## src/design/dtc_pkg.sv

```systemverilog
package dtc_pkg;

  // Cache geometry
  localparam int SLOTS        = 16;
  localparam int SECTOR_SHIFT = 8;
  localparam int SLOT_W       = $clog2(SLOTS);
  localparam int TRACK_W      = 24;
  localparam int STAMP_W      = 32;
  localparam int BLOCK_W      = 32;
  localparam int STATUS_W     = 3;
  localparam int OUT_SLOT_W   = 4;
  localparam int COUNT_W      = 9;

  // Sector count arithmetic
  localparam int START_W = TRACK_W + SECTOR_SHIFT;
  localparam int CMP_W   = (START_W > BLOCK_W) ? START_W : BLOCK_W;
  localparam int SEC_W   = SECTOR_SHIFT + 1;
  localparam logic [SEC_W-1:0] SEC_CAP = SEC_W'(1) << SECTOR_SHIFT;

  // Status codes
  localparam logic [STATUS_W-1:0] ST_HIT       = 3'd0;
  localparam logic [STATUS_W-1:0] ST_FILL      = 3'd1;
  localparam logic [STATUS_W-1:0] ST_EVICT     = 3'd2;
  localparam logic [STATUS_W-1:0] ST_LOAD_FAIL = 3'd3;
  localparam logic [STATUS_W-1:0] ST_SAVE_FAIL = 3'd4;

  // Word carried down the cell chain, one cell per cycle
  typedef struct packed {
    logic               go;
    logic               hit;
    logic [SLOT_W-1:0]  hit_idx;
    logic               empty_found;
    logic [SLOT_W-1:0]  empty_idx;
    logic               min_any;
    logic [STAMP_W-1:0] min_stamp;
    logic [SLOT_W-1:0]  min_idx;
    logic [TRACK_W-1:0] min_track;
  } scan_t;

  // Broadcast update from the controller to every cell
  typedef struct packed {
    logic               clr_stamps;
    logic               wr;
    logic [SLOT_W-1:0]  idx;
    logic               stamp_en;
    logic [STAMP_W-1:0] stamp;
    logic               valid_en;
    logic               valid;
    logic               track_en;
    logic [TRACK_W-1:0] track;
  } upd_t;

endpackage

```

## src/design/disk_track_cache_lru.sv

```systemverilog
// A word accepted on start is launched by launch_r into the cell chain, and its result is
// registered onto out_strobe and the result word once the search word leaves the last cell.
// One word is in flight at a time (busy stays high until then); the search word walks the
// cell chain one slot per cycle, and start may be taken again in the cycle out_strobe is high.
// Reset (rst_n low, synchronous): slots empty, stamps and serial zero, total_blocks one.
// Results cannot be stalled by the receiver.
module disk_track_cache_lru import dtc_pkg::*; (
  input  logic                  clk,
  input  logic                  rst_n,
  input  logic                  cfg_we,
  input  logic [BLOCK_W-1:0]    cfg_wdata,
  input  logic                  start,
  output logic                  busy,
  input  logic [BLOCK_W-1:0]    in_block_number,
  input  logic                  in_save_ok,
  input  logic                  in_load_ok,
  output logic                  out_strobe,
  output logic [STATUS_W-1:0]   out_status,
  output logic [OUT_SLOT_W-1:0] out_slot,
  output logic [TRACK_W-1:0]    out_track_number,
  output logic                  out_victim_valid,
  output logic [TRACK_W-1:0]    out_victim_track,
  output logic [COUNT_W-1:0]    out_sector_count
);

  logic [BLOCK_W-1:0]  total_blocks_r;
  logic                busy_r;
  logic                launch_r;
  logic [STAMP_W-1:0]  serial_r;
  logic [STAMP_W-1:0]  serial_nxt;
  logic [TRACK_W-1:0]  track_r;
  logic                save_ok_r;
  logic                load_ok_r;
  logic [SEC_W-1:0]    secs_r;
  logic [SEC_W-1:0]    secs_nxt;
  logic                accept;
  scan_t               chain [SLOTS+1];
  scan_t               fin;
  upd_t                upd;

  logic                  out_strobe_r;
  logic [STATUS_W-1:0]   status_r,   status_nxt;
  logic [OUT_SLOT_W-1:0] slot_r,     slot_nxt;
  logic                  vvalid_r,   vvalid_nxt;
  logic [TRACK_W-1:0]    vtrack_r,   vtrack_nxt;
  logic [COUNT_W-1:0]    count_r,    count_nxt;

  assign accept     = start && !busy_r;
  assign serial_nxt = serial_r + STAMP_W'(1);
  assign fin        = chain[SLOTS];

  // Configuration register
  always_ff @(posedge clk) begin
    if (!rst_n) begin
      total_blocks_r <= BLOCK_W'(1);
    end else if (cfg_we) begin
      total_blocks_r <= cfg_wdata;
    end
  end

  // Control: busy flag, launch pulse, access serial
  always_ff @(posedge clk) begin
    if (!rst_n) begin
      busy_r   <= 1'b0;
      launch_r <= 1'b0;
      serial_r <= '0;
    end else begin
      launch_r <= accept;
      if (accept) begin
        busy_r   <= 1'b1;
        serial_r <= serial_nxt;
      end else if (fin.go) begin
        busy_r <= 1'b0;
      end
    end
  end

  // Request word capture
  always_ff @(posedge clk) begin
    if (accept) begin
      track_r   <= TRACK_W'(in_block_number >> SECTOR_SHIFT);
      save_ok_r <= in_save_ok;
      load_ok_r <= in_load_ok;
    end
  end

  // Sectors in the requested track, ready long before the scan ends
  always_comb begin
    logic [CMP_W-1:0] start_blk;
    logic [CMP_W-1:0] total;
    logic [CMP_W-1:0] diff;
    start_blk = CMP_W'({track_r, {SECTOR_SHIFT{1'b0}}});
    total     = CMP_W'(total_blocks_r);
    diff      = total - start_blk;
    if (start_blk >= total) begin
      secs_nxt = '0;
    end else if (diff > CMP_W'(SEC_CAP)) begin
      secs_nxt = SEC_CAP;
    end else begin
      secs_nxt = diff[SEC_W-1:0];
    end
  end

  always_ff @(posedge clk) begin
    if (launch_r) begin
      secs_r <= secs_nxt;
    end
  end

  // Cell chain
  always_comb begin
    chain[0]    = '0;
    chain[0].go = launch_r;
  end

  for (genvar i = 0; i < SLOTS; i++) begin : g_cell
    dtc_cell u_cell (
      .clk         (clk),
      .rst_n       (rst_n),
      .cell_idx    (SLOT_W'(i)),
      .query_track (track_r),
      .scan_in     (chain[i]),
      .scan_out    (chain[i+1]),
      .upd         (upd)
    );
  end

  // Decision once the search word leaves the last cell
  always_comb begin
    logic              evict;
    logic [SLOT_W-1:0] target;
    upd            = '0;
    upd.clr_stamps = accept && (serial_nxt == '0);
    upd.stamp      = serial_r;
    upd.track      = track_r;
    evict          = !fin.empty_found;
    target         = fin.empty_found ? fin.empty_idx : fin.min_idx;
    status_nxt     = ST_HIT;
    slot_nxt       = '0;
    vvalid_nxt     = 1'b0;
    vtrack_nxt     = '0;
    count_nxt      = '0;
    if (fin.hit) begin
      slot_nxt     = OUT_SLOT_W'(fin.hit_idx);
      upd.wr       = fin.go;
      upd.idx      = fin.hit_idx;
      upd.stamp_en = 1'b1;
    end else begin
      slot_nxt   = OUT_SLOT_W'(target);
      vvalid_nxt = evict;
      vtrack_nxt = evict ? fin.min_track : '0;
      upd.idx    = target;
      priority if (evict && !save_ok_r) begin
        status_nxt = ST_SAVE_FAIL;
      end else if (load_ok_r && (secs_r != '0)) begin
        status_nxt   = evict ? ST_EVICT : ST_FILL;
        count_nxt    = COUNT_W'(secs_r);
        upd.wr       = fin.go;
        upd.stamp_en = 1'b1;
        upd.valid_en = 1'b1;
        upd.valid    = 1'b1;
        upd.track_en = 1'b1;
      end else begin
        // failed load leaves the target slot empty
        status_nxt   = ST_LOAD_FAIL;
        upd.wr       = fin.go;
        upd.valid_en = 1'b1;
        upd.valid    = 1'b0;
      end
    end
  end

  // Result word register
  always_ff @(posedge clk) begin
    if (!rst_n) begin
      out_strobe_r <= 1'b0;
    end else begin
      out_strobe_r <= fin.go;
    end
  end

  always_ff @(posedge clk) begin
    if (fin.go) begin
      status_r <= status_nxt;
      slot_r   <= slot_nxt;
      vvalid_r <= vvalid_nxt;
      vtrack_r <= vtrack_nxt;
      count_r  <= count_nxt;
    end
  end

  always_ff @(posedge clk) begin
    if (fin.go) begin
      out_track_number <= track_r;
    end
  end

  assign busy             = busy_r;
  assign out_strobe       = out_strobe_r;
  assign out_status       = status_r;
  assign out_slot         = slot_r;
  assign out_victim_valid = vvalid_r;
  assign out_victim_track = vtrack_r;
  assign out_sector_count = count_r;

  // Checks
  a_strobe_idle: assert property (@(posedge clk) disable iff (!rst_n)
    out_strobe_r |-> !busy_r)
    else $error("result strobe while still busy");

  a_accept_busy: assert property (@(posedge clk) disable iff (!rst_n)
    accept |=> busy_r && launch_r)
    else $error("accepted word did not start a scan");

  a_scan_owned: assert property (@(posedge clk) disable iff (!rst_n)
    fin.go |-> busy_r)
    else $error("search word left the chain with no request in flight");

  a_hit_no_victim: assert property (@(posedge clk) disable iff (!rst_n)
    (out_strobe_r && (status_r == ST_HIT)) |-> !vvalid_r && (count_r == '0))
    else $error("hit reported a victim or a sector count");

  a_count_fill: assert property (@(posedge clk) disable iff (!rst_n)
    (out_strobe_r && (count_r != '0)) |-> ((status_r == ST_FILL) || (status_r == ST_EVICT)))
    else $error("sector count without a fill");

endmodule

```

## src/design/dtc_cell.sv

```systemverilog
module dtc_cell import dtc_pkg::*; (
  input  logic               clk,
  input  logic               rst_n,
  input  logic [SLOT_W-1:0]  cell_idx,
  input  logic [TRACK_W-1:0] query_track,
  input  scan_t              scan_in,
  output scan_t              scan_out,
  input  upd_t               upd
);

  logic               valid_r;
  logic [TRACK_W-1:0] track_r;
  logic [STAMP_W-1:0] stamp_r;
  scan_t              scan_r;
  scan_t              scan_nxt;

  // Fold this slot into the travelling search word
  always_comb begin
    scan_nxt = scan_in;
    if (scan_in.go) begin
      if (!scan_in.hit && valid_r && (track_r == query_track)) begin
        scan_nxt.hit     = 1'b1;
        scan_nxt.hit_idx = cell_idx;
      end
      if (!scan_in.empty_found && !valid_r) begin
        scan_nxt.empty_found = 1'b1;
        scan_nxt.empty_idx   = cell_idx;
      end
      // strict less-than keeps the lowest index on a tie
      if (!scan_in.min_any || (stamp_r < scan_in.min_stamp)) begin
        scan_nxt.min_any   = 1'b1;
        scan_nxt.min_stamp = stamp_r;
        scan_nxt.min_idx   = cell_idx;
        scan_nxt.min_track = track_r;
      end
    end
  end

  // Hand the word to the next cell
  always_ff @(posedge clk) begin
    if (!rst_n) begin
      scan_r <= '0;
    end else begin
      scan_r <= scan_nxt;
    end
  end

  assign scan_out = scan_r;

  // Slot state: valid and stamp reset, track left undefined
  always_ff @(posedge clk) begin
    if (!rst_n) begin
      valid_r <= 1'b0;
      stamp_r <= '0;
    end else begin
      if (upd.clr_stamps) begin
        stamp_r <= '0;
      end
      if (upd.wr && (upd.idx == cell_idx)) begin
        if (upd.stamp_en) begin
          stamp_r <= upd.stamp;
        end
        if (upd.valid_en) begin
          valid_r <= upd.valid;
        end
      end
    end
  end

  always_ff @(posedge clk) begin
    if (upd.wr && (upd.idx == cell_idx) && upd.track_en) begin
      track_r <= upd.track;
    end
  end

endmodule

```

## config.mk

```make
export PLATFORM = sky130hd
export DESIGN_NAME = disk_track_cache_lru
export DESIGN_NICKNAME = d
export VERILOG_FILES = /design/src/design/dtc_pkg.sv /design/src/design/disk_track_cache_lru.sv /design/src/design/dtc_cell.sv
export SDC_FILE = /design/constraint.sdc
export NUM_CORES = 2
export LEC_CHECK = 0
export ABC_AREA = 1
export BUFFER_PORTS_ARGS = -buffer_cell sky130_fd_sc_hd__buf_2
export CAP_MARGIN = 40
export CORE_ASPECT_RATIO = 1.75
export CORE_MARGIN = 2
export CORE_UTILIZATION = 35
export DETAILED_ROUTE_END_ITERATION = 8
export HOLD_SLACK_MARGIN = 0.06
export PLACE_DENSITY_LB_ADDON = 0.15
export SYNTH_ARGS = -nofsm -noshare
export SYNTH_HDL_FRONTEND = slang
export SYNTH_SLANG_ARGS = --single-unit
```

## constraint.sdc

```tcl
create_clock -name clk -period 5.4 [get_ports clk]
set_clock_uncertainty 0.2 [all_clocks]
set_input_delay 0.54 -clock clk [delete_from_list [all_inputs] [get_ports clk]]
set_output_delay 0.54 -clock clk [all_outputs]
set_load 0.005 [all_outputs]
```

==> results_dict.tcl <==
set metrics [dict create \
    cap_violations 0 \
    synthesis.yosys.warnings 0 \
    post_drt_wl_per_cell_microns 20.8 \
    synth_top_area_frac 0.344 \
    grt_remaining_overflow 0 \
    final_design_area_no_fill_sq_mm 0.110 \
    dp_hpwl_microns 228000 \
    predominant_post_synthesis_flop_cell "dfxtp_1" \
    initial_utilization 0.352 \
    slew_violations 0 \
    finalWeightedCongestion 0.909 \
    min_period_over_period 0.740 \
    startpoint_type "flop" \
    vias_cell 4.94 \
    leakage_nw 41.1 \
    final_setup_violation_count 0 \
    synth_async_sr_flop_share 0 \
    post-synth-top-area-cell "dfxtp_1" \
    synth_seq_cells 2152 \
    detailedPlace.worstSlack_ps 1480 \
    run_status "finished, final reports clean" \
    critPathMaxFanout 104 \
    hold_viol 0 \
    number_of_filler_cells_placed_in_the_layout 28200 \
    syn_area_sq_mm 0.0971 \
    drc 0 \
    floorplan.core_area_sq_mm 0.276 \
    power_per_cell_area_mw_per_mm2 307 \
    max_clock_freq_ghz 0.250 \
    port_buffers 128 \
    final_nets 12900 \
    critical_path_class "reg -> reg" \
    synth_enable_flop_cells 484 \
    endpoint_kind "flop" \
    multiInputGateArea_sq_mm 0.0407 \
    clock_tree.htree_level_count 4 \
    setup-tns-final_ps 0 \
    synth.avg_cell_area_sq_um 7.81 \
    worst_pin_slew_ps 1050 \
    tritoncts "done" \
    die_outline_area_sq_mm 0.282 \
    track_usage 0.233 \
    top_level_ports 137 \
    syn-num-nets 13000 \
    final_ws_setup_ps 1400 \
    required_ps 5930 \
    syn_inst 12400 \
    dr.pass1.iters 6 \
    netlist_top_cells_area "dfxtp_1, edfxtp_1, nor2_1, nand2_1, a21oi_1" \
    area_delta_synth_final_pct 12.9 \
    finalWirelength_microns 335000 \
    cts_inserted_buffers 210 \
    critPathArrivalTime_ps 4520 \
    grt_setup_unrepaired "false" \
    grt_antenna_before_repair 11 \
    timing.hold.worst.class "in -> reg" \
    timing.max_slew.rel_slack 0.300 \
    insertion_delay_ps 910 \
    synth.distinct_cells 49 \
    std_cell_rows 255 \
    ant_nets 0 \
    grt_first_pass_wirelength_microns 497000 \
    grt_start_max_net_pins 199 \
    first_global_vias 79900 \
    drt-initial-drc-count 5402 \
    layout.cells.most_common "nor2_1" \
    layout_common_cells "nor2_1, nand2_1, dfxtp_1" \
    yosysSeqAreaShare 0.494 \
    clock_sink_count 2152 \
    detailed_place.area_sq_mm 0.102 \
    regArea_sq_mm 0.0479 \
    route.vias.total 79700 \
    vdd_ir_drop_max_uv 289 \
    worst_setup_hold_path_clk_slew_ps 70 \
    die_w_microns 402 \
    final_core_util 0.398 \
    post-route-min-period_ps 4000 \
    post-cts-setup-buffers 0 \
    die_h_microns 701 \
    clock_tree.buffer_depth 4 \
    post_route_cells_drive_above_1_share 0.0683 \
    cts_root_buffer "clkbuf_16" \
]
worst paths after layout:
check                                            startpoint                                         to  slack (ps)  cells past startpoint
setup / recovery                   serial_r[2]$_SDFFE_PN0P_   g_cell[10].u_cell.stamp_r[20]$_SDFF_PN0_        1400                     13
hold / removal                          in_block_number[22]                      track_r[14]$_DFFE_PP_         150                      2
setup reg to reg                   serial_r[2]$_SDFFE_PN0P_   g_cell[10].u_cell.stamp_r[20]$_SDFF_PN0_        1400                     13
hold reg to reg   g_cell[13].u_cell.scan_out[64]$_SDFF_PN0_  g_cell[14].u_cell.scan_out[64]$_SDFF_PN0_         200                      2
power by group:
part	switching [mW]	internal [mW]
combinational	1.24	0.490
clock	6.60	8.68
sequential	0.0796	16.5
total	7.92	25.7
metrics by stage:
stage                     hold slack, ps  power [mW]  cells
after floorplan                      197        17.9  12400
after global placement               203        18.6  15600
after detailed placement             211        18.7  15700
after CTS                           77.3        34.0  16100
after global routing                 133        34.7  16100
final                                153        33.6  16100
what timing repair did:
item	CTS	global route
resized for setup	0	0
hold buffers	84	0
hold endpoints to repair	130	0
flip-flops by register name, summed over array words and instances, names as in the netlist:
register and count:
out_status 3, launch_r 1, total_blocks_r 32, out_strobe 1, g_cell.u_cell.stamp_r 512, serial_r 32
g_cell.u_cell.valid_r 16, out_sector_count 9, save_ok_r 1, g_cell.u_cell.track_r 384, track_r 24, secs_r 9
out_victim_track 24, load_ok_r 1, out_track_number 24, out_victim_valid 1, g_cell.u_cell.scan_out 1073, busy 1
out_slot 4
layer usage:
layer	wire (microns)	GRT usage
met3	12300	0.0237
met2	179000	0.449
met4	23500	0.143
met1	120000	0.237
met5	0	0
worst max-delay path, cell delays in order (launching register included):
cell	delay [ps]
dfxtp_1	450
nand2_1	90
nor2_1	250
nand2_1	330
nor2_2	280
xor2_1	220
nand4_1	180
nor2_1	150
nand2_1	100
nor2_2	240
nand2_8	430
buf_12	460
nand2_1	150
a21oi_1	70
cells in the mapped netlist, drive strengths merged, types with 40 or more instances:
cell type  number
a21oi        1299
buf           170
clkbuf        528
dfxtp        1668
edfxtp        484
ha            491
inv          1531
nand2        2170
nand3         420
nand3b        111
nand4          92
nor2         2290
nor3           64
nor4           40
o21ai         598
xnor2         171
xor2          135
kinds of logic after synthesis:
family,Yosys count,synth area share
fa+ha+maj,492,0.0635
simple gates,5232,0.219
buf+inv,2239,0.0896
xor+xnor,306,0.0276
flops,2152,0.494
compound gates,2008,0.106
final cells by class:
type | count | area share
well taps | 3598 | 0.0411
clock inverters | 71 | 0.00745
clock buffers | 306 | 0.0563
flip-flops and latches | 2152 | 0.437
inverters | 1541 | 0.0529
diodes | 7 | 0.000160
multi-input cells | 8038 | 0.372
repair buffers | 428 | 0.0333
Note: power is estimated with default switching activity, not from simulation.
